[config.mk]
export PLATFORM = sky130hd
export DESIGN_NAME = midi_note_parser_held_set_unit
export DESIGN_NICKNAME = d
export VERILOG_FILES = /design/src/rtl/core/mnp_pkg.sv /design/src/rtl/core/midi_note_parser_held_set_unit.sv
export SDC_FILE = /design/constraint.sdc
export NUM_CORES = 2
export LEC_CHECK = 0
export ABC_AREA = 1
export BUFFER_PORTS_ARGS = -buffer_cell sky130_fd_sc_hd__buf_2
export CORE_ASPECT_RATIO = 1.5
export CORE_MARGIN = 5
export CORE_UTILIZATION = 62
export CTS_CLUSTER_DIAMETER = 40
export DETAILED_ROUTE_END_ITERATION = 8
export PLACE_DENSITY = 0.77
export SETUP_SLACK_MARGIN = 0.4
export SLEW_MARGIN = 20
export SYNTH_ARGS = -nofsm -noshare
export SYNTH_HDL_FRONTEND = slang
export SYNTH_SLANG_ARGS = --single-unit
[constraint.sdc]
create_clock -name clk -period 23.8 [get_ports clk]
set_clock_uncertainty 0.2 [all_clocks]
set_input_delay 1.19 -clock clk [delete_from_list [all_inputs] [get_ports clk]]
set_output_delay 1.19 -clock clk [all_outputs]
set_load 0.01 [all_outputs]
[src/rtl/core/mnp_pkg.sv]
// ----------------------------------------------------------------------------
// mnp_pkg - shared definitions for the MIDI note parser / held-note set
// Event codes, register indexes, field widths and the status-byte decode.
// ----------------------------------------------------------------------------
`default_nettype none

package mnp_pkg;

    // default number of tracked keys
    localparam int KEY_COUNT_DEF = 128;

    // fixed field widths
    localparam int BYTE_W   = 8;
    localparam int DATA_W   = 7;
    localparam int SLOT_W   = 7;
    localparam int COUNT_W  = 8;
    localparam int TDATA_W  = 48;
    localparam int CFG_IDX_W = 1;

    // configuration register indexes
    localparam logic [CFG_IDX_W-1:0] REG_NOTE_ON  = 1'b0;
    localparam logic [CFG_IDX_W-1:0] REG_NOTE_OFF = 1'b1;

    // configuration reset values
    localparam logic [BYTE_W-1:0] NOTE_ON_RST  = 8'h90;
    localparam logic [BYTE_W-1:0] NOTE_OFF_RST = 8'h80;

    // status high nibbles
    localparam logic [3:0] ST_NOTE_OFF  = 4'h8;
    localparam logic [3:0] ST_NOTE_ON   = 4'h9;
    localparam logic [3:0] ST_POLY_AT   = 4'hA;
    localparam logic [3:0] ST_CTRL      = 4'hB;
    localparam logic [3:0] ST_PROGRAM   = 4'hC;
    localparam logic [3:0] ST_CHAN_AT   = 4'hD;
    localparam logic [3:0] ST_PITCH     = 4'hE;

    // data bytes still owed by a message
    localparam logic [1:0] NEED_NONE = 2'd0;
    localparam logic [1:0] NEED_ONE  = 2'd1;
    localparam logic [1:0] NEED_TWO  = 2'd2;

    // event codes of a result
    typedef enum logic [1:0] {
        KIND_ADD   = 2'd0,
        KIND_DEL   = 2'd1,
        KIND_OTHER = 2'd2,
        KIND_STRAY = 2'd3
    } kind_t;

    // data bytes a status byte calls for
    function automatic logic [1:0] needed_bytes(input logic [BYTE_W-1:0] status);
        logic [1:0] n;
        case (status[7:4]) inside
            ST_NOTE_OFF, ST_NOTE_ON, ST_POLY_AT, ST_CTRL, ST_PITCH: n = NEED_TWO;
            ST_PROGRAM, ST_CHAN_AT:                                 n = NEED_ONE;
            default:                                                n = NEED_NONE;
        endcase
        return n;
    endfunction

endpackage

`default_nettype wire

[src/rtl/core/midi_note_parser_held_set_unit.sv]
// ----------------------------------------------------------------------------
// midi_note_parser_held_set_unit - MIDI byte parser with a compact held-note set
// Parses running-status MIDI, tracks held notes in a swap-remove list.
// ----------------------------------------------------------------------------
// One MIDI byte is taken per request on the s_ side; a byte can be accepted in every cycle
// unless the m_ side stalls, and the result of a byte that completes a message (or a stray
// data byte) leaves on the m_ side through the stage-1 registers and the result register.
// The decode stage decodes the byte against the running status and issues a registered
// read of the key-to-slot memory; the update stage updates the held set and the list memory,
// whose last entry is kept read ahead every cycle. Status bytes and the first of two data
// bytes give no result. The not-held state of every key lives in per-key flip-flops cleared
// by reset, so no clearing pass runs. Configuration is written through cfg_we / cfg_index /
// cfg_data by the user only while idle; the block itself does not enforce this.
`default_nettype none

module midi_note_parser_held_set_unit
    import mnp_pkg::*;
#(
    parameter int KEY_COUNT = KEY_COUNT_DEF
) (
    input  wire logic                 clk,
    input  wire logic                 rst_n,
    // input byte stream
    input  wire logic                 s_tvalid,
    output logic                      s_tready,
    input  wire logic [BYTE_W-1:0]    s_tdata,   // [7:0] in_byte
    // result stream
    output logic                      m_tvalid,
    input  wire logic                 m_tready,
    output logic [TDATA_W-1:0]        m_tdata,   // [7:0] status_value, [15:8] first_data,
                                                 // [22:16] second_data, [30:23] held_count,
                                                 // [37:31] slot, [38] moved_valid,
                                                 // [45:39] moved_note, [47:46] zero
    output logic [1:0]                m_tuser,   // [1:0] event_kind
    // configuration
    input  wire logic                 cfg_we,
    input  wire logic [CFG_IDX_W-1:0] cfg_index,
    input  wire logic [BYTE_W-1:0]    cfg_data
);

    localparam int KI = (KEY_COUNT > 1) ? $clog2(KEY_COUNT) : 1;
    localparam logic [BYTE_W:0]    KEY_LIMIT  = (BYTE_W + 1)'(KEY_COUNT);
    localparam logic [COUNT_W-1:0] SIZE_LIMIT = COUNT_W'(KEY_COUNT);

    // configuration registers
    logic [BYTE_W-1:0] note_on_reg, note_off_reg;

    always_ff @(posedge clk or negedge rst_n)
    begin
        if (!rst_n)
        begin
            note_on_reg  <= NOTE_ON_RST;
            note_off_reg <= NOTE_OFF_RST;
        end
        else if (cfg_we)
        begin
            case (cfg_index)
                REG_NOTE_ON:  note_on_reg  <= cfg_data;
                REG_NOTE_OFF: note_off_reg <= cfg_data;
                default:      ;
            endcase
        end
    end

    // ------------------------------------------------------------------
    // handshake
    // ------------------------------------------------------------------
    logic s1_valid_reg, m_valid_reg;
    logic s_accept, s1_fire;

    assign s1_fire  = s1_valid_reg && (!m_valid_reg || m_tready);
    assign s_tready = !s1_valid_reg || s1_fire;
    assign s_accept = s_tvalid && s_tready;

    // ------------------------------------------------------------------
    // parse stage: running status decode
    // ------------------------------------------------------------------
    logic [BYTE_W-1:0] run_status_reg, run_status_next;
    logic [1:0]        bytes_left_reg, bytes_left_next;
    logic [DATA_W-1:0] held_first_reg, held_first_next;

    logic              p_result, p_complete;
    kind_t             p_kind;
    logic [BYTE_W-1:0] p_first;
    logic [DATA_W-1:0] p_second;
    logic [1:0]        p_need;
    logic [KI-1:0]     p_key;
    logic              p_key_ok;

    always_comb
    begin
        run_status_next = run_status_reg;
        bytes_left_next = bytes_left_reg;
        held_first_next = held_first_reg;
        p_result        = 1'b0;
        p_complete      = 1'b0;
        p_kind          = KIND_OTHER;
        p_first         = s_tdata;
        p_second        = '0;
        p_need          = needed_bytes(run_status_reg);
        if (s_tdata[7])
        begin
            run_status_next = s_tdata;
            bytes_left_next = needed_bytes(s_tdata);
        end
        else if (bytes_left_reg == NEED_NONE)
        begin
            p_result = 1'b1;
            p_kind   = KIND_STRAY;
        end
        else if (bytes_left_reg == NEED_TWO)
        begin
            held_first_next = s_tdata[DATA_W-1:0];
            bytes_left_next = NEED_ONE;
        end
        else
        begin
            p_result   = 1'b1;
            p_complete = 1'b1;
            if (p_need == NEED_TWO)
            begin
                p_first  = {1'b0, held_first_reg};
                p_second = s_tdata[DATA_W-1:0];
            end
            bytes_left_next = p_need;
        end
    end

    assign p_key    = p_first[KI-1:0];
    assign p_key_ok = ({1'b0, p_first} < KEY_LIMIT);

    always_ff @(posedge clk or negedge rst_n)
    begin
        if (!rst_n)
        begin
            run_status_reg <= '0;
            bytes_left_reg <= NEED_NONE;
            held_first_reg <= '0;
        end
        else if (s_accept)
        begin
            run_status_reg <= run_status_next;
            bytes_left_reg <= bytes_left_next;
            held_first_reg <= held_first_next;
        end
    end

    // stage-1 item registers
    kind_t             s1_kind_reg;
    logic [BYTE_W-1:0] s1_status_reg, s1_first_reg;
    logic [DATA_W-1:0] s1_second_reg;
    logic              s1_track_reg, s1_on_reg, s1_off_reg;

    always_ff @(posedge clk or negedge rst_n)
    begin
        if (!rst_n)
            s1_valid_reg <= 1'b0;
        else if (s_accept)
            s1_valid_reg <= p_result;
        else if (s1_fire)
            s1_valid_reg <= 1'b0;
    end

    always_ff @(posedge clk)
    begin
        if (s_accept)
        begin
            s1_kind_reg   <= p_kind;
            s1_status_reg <= run_status_reg;
            s1_first_reg  <= p_first;
            s1_second_reg <= p_second;
            s1_track_reg  <= p_complete && p_key_ok;
            s1_on_reg     <= (run_status_reg == note_on_reg);
            s1_off_reg    <= (run_status_reg == note_off_reg);
        end
    end

    // ------------------------------------------------------------------
    // held set state
    // ------------------------------------------------------------------
    logic [KEY_COUNT-1:0] held_reg;
    logic [COUNT_W-1:0]   list_size_reg, list_size_next;
    logic [KI-1:0]        slot_rd_reg;     // slot of the stage-1 key
    logic [KI-1:0]        tail_reg;        // key at the list's last entry

    // memory write requests from the update stage
    logic          slot_we, list_we;
    logic [KI-1:0] slot_waddr, slot_wdata, list_waddr, list_wdata;
    logic          held_set, held_clr;

    // update stage outputs
    kind_t             u_kind;
    logic [KI-1:0]     u_key, u_slot, u_moved_note, u_last;
    logic              u_moved;

    assign u_key  = s1_first_reg[KI-1:0];
    assign u_last = KI'(list_size_reg - COUNT_W'(1));

    always_comb
    begin
        u_kind         = s1_kind_reg;
        u_slot         = '0;
        u_moved        = 1'b0;
        u_moved_note   = '0;
        list_size_next = list_size_reg;
        slot_we        = 1'b0;
        slot_waddr     = u_key;
        slot_wdata     = '0;
        list_we        = 1'b0;
        list_waddr     = list_size_reg[KI-1:0];
        list_wdata     = u_key;
        held_set       = 1'b0;
        held_clr       = 1'b0;
        if (s1_track_reg)
        begin
            if (s1_on_reg)
            begin
                // append the key unless already held or the list is full
                if (!held_reg[u_key] && (list_size_reg < SIZE_LIMIT))
                begin
                    u_kind         = KIND_ADD;
                    u_slot         = list_size_reg[KI-1:0];
                    list_we        = 1'b1;
                    slot_we        = 1'b1;
                    slot_wdata     = list_size_reg[KI-1:0];
                    held_set       = 1'b1;
                    list_size_next = list_size_reg + COUNT_W'(1);
                end
            end
            else if (s1_off_reg)
            begin
                // remove the key, last entry fills the hole
                if (held_reg[u_key])
                begin
                    u_kind         = KIND_DEL;
                    u_slot         = slot_rd_reg;
                    held_clr       = 1'b1;
                    list_size_next = list_size_reg - COUNT_W'(1);
                    if (slot_rd_reg != u_last)
                    begin
                        u_moved      = 1'b1;
                        u_moved_note = tail_reg;
                        list_we      = 1'b1;
                        list_waddr   = slot_rd_reg;
                        list_wdata   = tail_reg;
                        slot_we      = 1'b1;
                        slot_waddr   = tail_reg;
                        slot_wdata   = slot_rd_reg;
                    end
                end
            end
        end
    end

    always_ff @(posedge clk or negedge rst_n)
    begin
        if (!rst_n)
        begin
            held_reg      <= '0;
            list_size_reg <= '0;
        end
        else if (s1_fire)
        begin
            list_size_reg <= list_size_next;
            if (held_set)
                held_reg[u_key] <= 1'b1;
            else if (held_clr)
                held_reg[u_key] <= 1'b0;
        end
    end

    // key-to-slot memory, read at decode with write bypass
    logic [KI-1:0] slot_mem [KEY_COUNT];
    logic          slot_wr;

    assign slot_wr = s1_fire && slot_we;

    always_ff @(posedge clk)
    begin
        if (slot_wr)
            slot_mem[slot_waddr] <= slot_wdata;
        if (s_accept)
        begin
            if (slot_wr && (slot_waddr == p_key))
                slot_rd_reg <= slot_wdata;
            else
                slot_rd_reg <= slot_mem[p_key];
        end
    end

    // held list memory, last entry read ahead every cycle
    logic [KI-1:0]      list_mem [KEY_COUNT];
    logic               list_wr;
    logic [COUNT_W-1:0] size_now, tail_addr_full;
    logic [KI-1:0]      tail_addr;

    assign list_wr        = s1_fire && list_we;
    assign size_now       = s1_fire ? list_size_next : list_size_reg;
    assign tail_addr_full = size_now - COUNT_W'(1);
    assign tail_addr      = tail_addr_full[KI-1:0];

    always_ff @(posedge clk)
    begin
        if (list_wr)
            list_mem[list_waddr] <= list_wdata;
        if (list_wr && (list_waddr == tail_addr))
            tail_reg <= list_wdata;
        else
            tail_reg <= list_mem[tail_addr];
    end

    // ------------------------------------------------------------------
    // result register
    // ------------------------------------------------------------------
    kind_t              o_kind_reg;
    logic [BYTE_W-1:0]  o_status_reg, o_first_reg;
    logic [DATA_W-1:0]  o_second_reg;
    logic [COUNT_W-1:0] o_count_reg;
    logic [SLOT_W-1:0]  o_slot_reg, o_moved_note_reg;
    logic               o_moved_reg;

    always_ff @(posedge clk or negedge rst_n)
    begin
        if (!rst_n)
            m_valid_reg <= 1'b0;
        else if (s1_fire)
            m_valid_reg <= 1'b1;
        else if (m_tready)
            m_valid_reg <= 1'b0;
    end

    always_ff @(posedge clk)
    begin
        if (s1_fire)
        begin
            o_kind_reg       <= u_kind;
            o_status_reg     <= s1_status_reg;
            o_first_reg      <= s1_first_reg;
            o_second_reg     <= s1_second_reg;
            o_count_reg      <= list_size_next;
            o_slot_reg       <= SLOT_W'(u_slot);
            o_moved_reg      <= u_moved;
            o_moved_note_reg <= SLOT_W'(u_moved_note);
        end
    end

    assign m_tvalid = m_valid_reg;
    assign m_tuser  = o_kind_reg;
    assign m_tdata  = {2'b00, o_moved_note_reg, o_moved_reg, o_slot_reg, o_count_reg,
                       o_second_reg, o_first_reg, o_status_reg};

    // ------------------------------------------------------------------
    // assertions
    // ------------------------------------------------------------------
    // list length tracks the held flags
    a_count_matches: assert property (@(posedge clk) disable iff (!rst_n)
        $countones(held_reg) == int'(list_size_reg))
        else $error("held flags disagree with list length");

    a_size_bound: assert property (@(posedge clk) disable iff (!rst_n)
        list_size_reg <= SIZE_LIMIT)
        else $error("held list longer than key count");

    // a move only happens on a removal
    a_move_on_del: assert property (@(posedge clk) disable iff (!rst_n)
        m_valid_reg && o_moved_reg |-> o_kind_reg == KIND_DEL)
        else $error("moved entry reported without a removal");

    // an added note leaves the list non-empty
    a_add_count: assert property (@(posedge clk) disable iff (!rst_n)
        s1_fire && u_kind == KIND_ADD |=> list_size_reg != '0)
        else $error("list empty after an added note");

    // a stalled update item stays put
    a_stall_hold: assert property (@(posedge clk) disable iff (!rst_n)
        s1_valid_reg && !s1_fire |=> s1_valid_reg && $stable(s1_first_reg))
        else $error("stalled update item lost");

endmodule

`default_nettype wire
==> flow_summary.json <==
{
  "ys_seq_area_share_pct": 71.88,
  "async_reset_ff_share_pct": 8.333,
  "synthToLayoutAreaGrowth_pct": 9.355,
  "cts_resized": 0,
  "fin_setup_tns_ps": 0,
  "hp-class": "reg2reg",
  "die_h_um": 462.0,
  "hold_buffers": 0,
  "path_delay_family": "simple AND/OR/NAND/NOR gates",
  "ys_types": 49,
  "gp_congestion": 0.9672,
  "grt_pass1_vias": 56370,
  "netSwitchingFraction_pct": 33.19,
  "port_buffers": 71,
  "min_path_cells": 0,
  "tightest_slew_ps": 1270,
  "final_area_um2": 92350,
  "cp_data_required_time_ps": 24050,
  "crit_arrival_ps": 7280,
  "p_clk_share_pct": 31.9,
  "avgSynthCellArea_um2": 11.80,
  "io_pins": 74,
  "timing.fmax_ghz": 0.1422,
  "coreArea_um2": 135800,
  "grt.met2_usage_pct": 51.61,
  "busiest_layer": "met2",
  "critPathMaxStageDelay_ps": 1050,
  "drcViolationCount": 0,
  "seq_power_share_pct": 43.7,
  "final_common_cell": "edfxtp_1",
  "synth-edff-count": 1874,
  "internal_power_mw": 6.353,
  "num_rows": 166,
  "netlist_area_um2": 84450,
  "worst-path-buf-inv": 3,
  "dr.pass1.iters": 7,
  "grt_max_degree": 225,
  "worst_setup_path_end_kind": "flip-flop",
  "antenna_found_initial": 3,
  "clock-sinks": 2052,
  "crit_chain": "buf_4 > inv_2 > nand2_1 > nand3_1 > nand2_1 > nor2_1 > nor2_1 > nor2_1 > nand2_1 > nand2_1 > nand2_2 > nor2_8 > nor2_8 > nand2_4 > clkinv_2 > nand2_1 > nand2_4 > a21oi_1 > nand2_1 > nor2_1",
  "vias": 57820,
  "drt_iter0_markers": 7458,
  "cts_buffers": 188,
  "cp_common_cell": "nand2_1",
  "stdcell_count": 8964,
  "slew_headroom_pct": 15.31,
  "path_class": "reg2reg",
  "grt_use_met3_pct": 4.946,
  "syn_inst": 7158,
  "r2r_end": "slot_mem[110][3]",
  "status": "complete, no violations",
  "worst-path-stages": 20,
  "gr-total-overflow": 0,
  "gr-usage-met1_pct": 37.39,
  "ir_drop_mv": 0.08759,
  "htreeDepth": 4,
  "dpl.cell_count": 8611,
  "critical_path.startpoint_type": "flip-flop",
  "r2r-start": "s1_first_reg[0]",
  "cap_violations": 0,
  "root_buffer": "clkbuf_16",
  "rsz0062_at_grt": "no",
  "slowest_stage": "a21oi_1",
  "synth_seq_cells": 2052,
  "drt-total-wl_um": 225800,
  "min_period_over_period_pct": 29.54,
  "dieArea_um2": 143800,
  "hold_viol": 0,
  "layout.nets": 7065,
  "cts_tree": "done",
  "period_needed_ps": 7030,
  "netSwitchingPower_mw": 3.156,
  "cts_buffer_depth": 3,
  "leakagePower_nw": 31.50,
  "viasPerCell": 6.451,
  "yosys_warnings": 0,
  "drive_above_1_share_pct": 7.641,
  "initial_utilization_pct": 62.17,
  "min-delay-start": "s1_first_reg[7]",
  "reg.largest.list": "list_mem x896, slot_mem x896",
  "clkLatencyLatePin_ps": 840,
  "cts.clk_slew.worst_paths_ps": 70,
  "antenna_left": 0,
  "maxSlewViolCount": 0,
  "postCtsSetupRepairBufs": 0,
  "mostFrequentLayoutCells": "1874 x edfxtp_1, 1229 x nor2_1, 972 x o21ai_0",
  "reg2reg_slack_ps": 16770,
  "worst_hold_path.endpoint": "o_first_reg[7]",
  "grt.total_usage_pct": 30.71,
  "combinationalPowerShare_pct": 24.3,
  "synth_ff_type": "edfxtp_1",
  "path_max_fanout": 76,
  "grt_pass1_wl_um": 337100,
  "powerDensity_nw_per_um2": 103.0,
  "wl_per_cell_um": 25.19,
  "reg2reg_depth": 20,
  "dieWidth_um": 311.3,
  "dpl.hpwl_um": 135200,
  "dpl_cell_area_um2": 86030,
  "setup_viol": 0
}
[layout make-up]
cell class / count / area (um2)
fillers: 9418 / 43490
multi-input cells: 4361 / 21010
clock inverters: 115 / 1095
repair buffers: 162 / 1107
inverters: 274 / 1060
clock buffers: 234 / 5159
diodes: 2 / 5.005
well taps: 1764 / 2207
flip-flops and latches: 2052 / 60710
[cell usage after synthesis, drive strengths merged, types with 7 or more instances]
cell	n	area, um2
edfxtp	1874	56270
nor2	1244	4735
o21ai	1012	5087
nand2	887	3344
nand3	468	2352
clkbuf	361	1355
inv	271	1017
o22ai	227	1420
o221ai	224	1962
a21oi	172	860.8
dfrtp	168	4204
buf	111	579.3
nand4	20	125.1
xor2	20	175.2
nor3	19	178.9
mux2i	16	160.2
xnor2	9	78.83
and2	8	50.05
dfxtp	7	140.1
[per-stage QoR]
stage	util [%]	hold slack [ps]	setup WS [ps]	power (mW)
after global placement	63.34	202.6	17160	6.438
final	67.98	221.8	16770	9.509
after detailed placement	63.34	205.4	17090	6.476
after global routing	67.98	231.6	16530	9.854
after floorplan	-	200.3	14920	5.702
after CTS	67.94	220.8	16990	9.473
[how the worst max path moves through the flow]
stage	from	slack, ps	endpoint
4_1_cts	s1_first_reg[0]	16990	slot_mem[17][5]
2_1_floorplan	s1_first_reg[2]	14920	slot_mem[0][0]
3_3_place_gp	s1_first_reg[0]	17160	slot_mem[107][0]
6_report	s1_first_reg[0]	16770	slot_mem[110][3]
5_1_grt	s1_first_reg[0]	16530	slot_mem[110][2]
3_5_place_dp	s1_first_reg[0]	17090	slot_mem[106][5]
[cells by family after synthesis]
logic type                 count (synthesis)  synth area share, %
buffers and inverters                    746                3.510
muxes                                     16               0.1896
adders and majority gates                  4              0.05927
DFF                                     2052                71.88
xor gates and xnor gates                  29               0.3008
AOI/OAI and AO/OA                       1650                11.18
other                                      1             0.004441
and+or+nand+nor                         2660                12.88
[power groups by stage]
stage                     logic [mW]  registers, mW  clock network [mW]
after global placement          2.21           4.23                   0
after floorplan                 1.51           4.19                   0
after CTS                       2.26           4.15                3.06
final                           2.31           4.16                3.04
after global routing            2.49           4.16                3.21
after detailed placement        2.25           4.23                   0
[worst register-to-register path, delay by kind of cell (launching register included)]
family	cells	cell delay, ps
and+or+nand+nor	16	3560
DFF	1	360
buffers and inverters	3	1450
AOI/OAI and AO/OA	1	1060
[layer usage]
| metal | vias up | share of wire (%) |
|---|---|---|
| met5 | - | 0.0058 |
| met4 | 2 | 7.6 |
| met3 | 857 | 9.1 |
| met2 | 3588 | 49 |
| met1 | 27800 | 34 |
| li1 | 25570 | - |
Power figures use the tool's default switching activity.
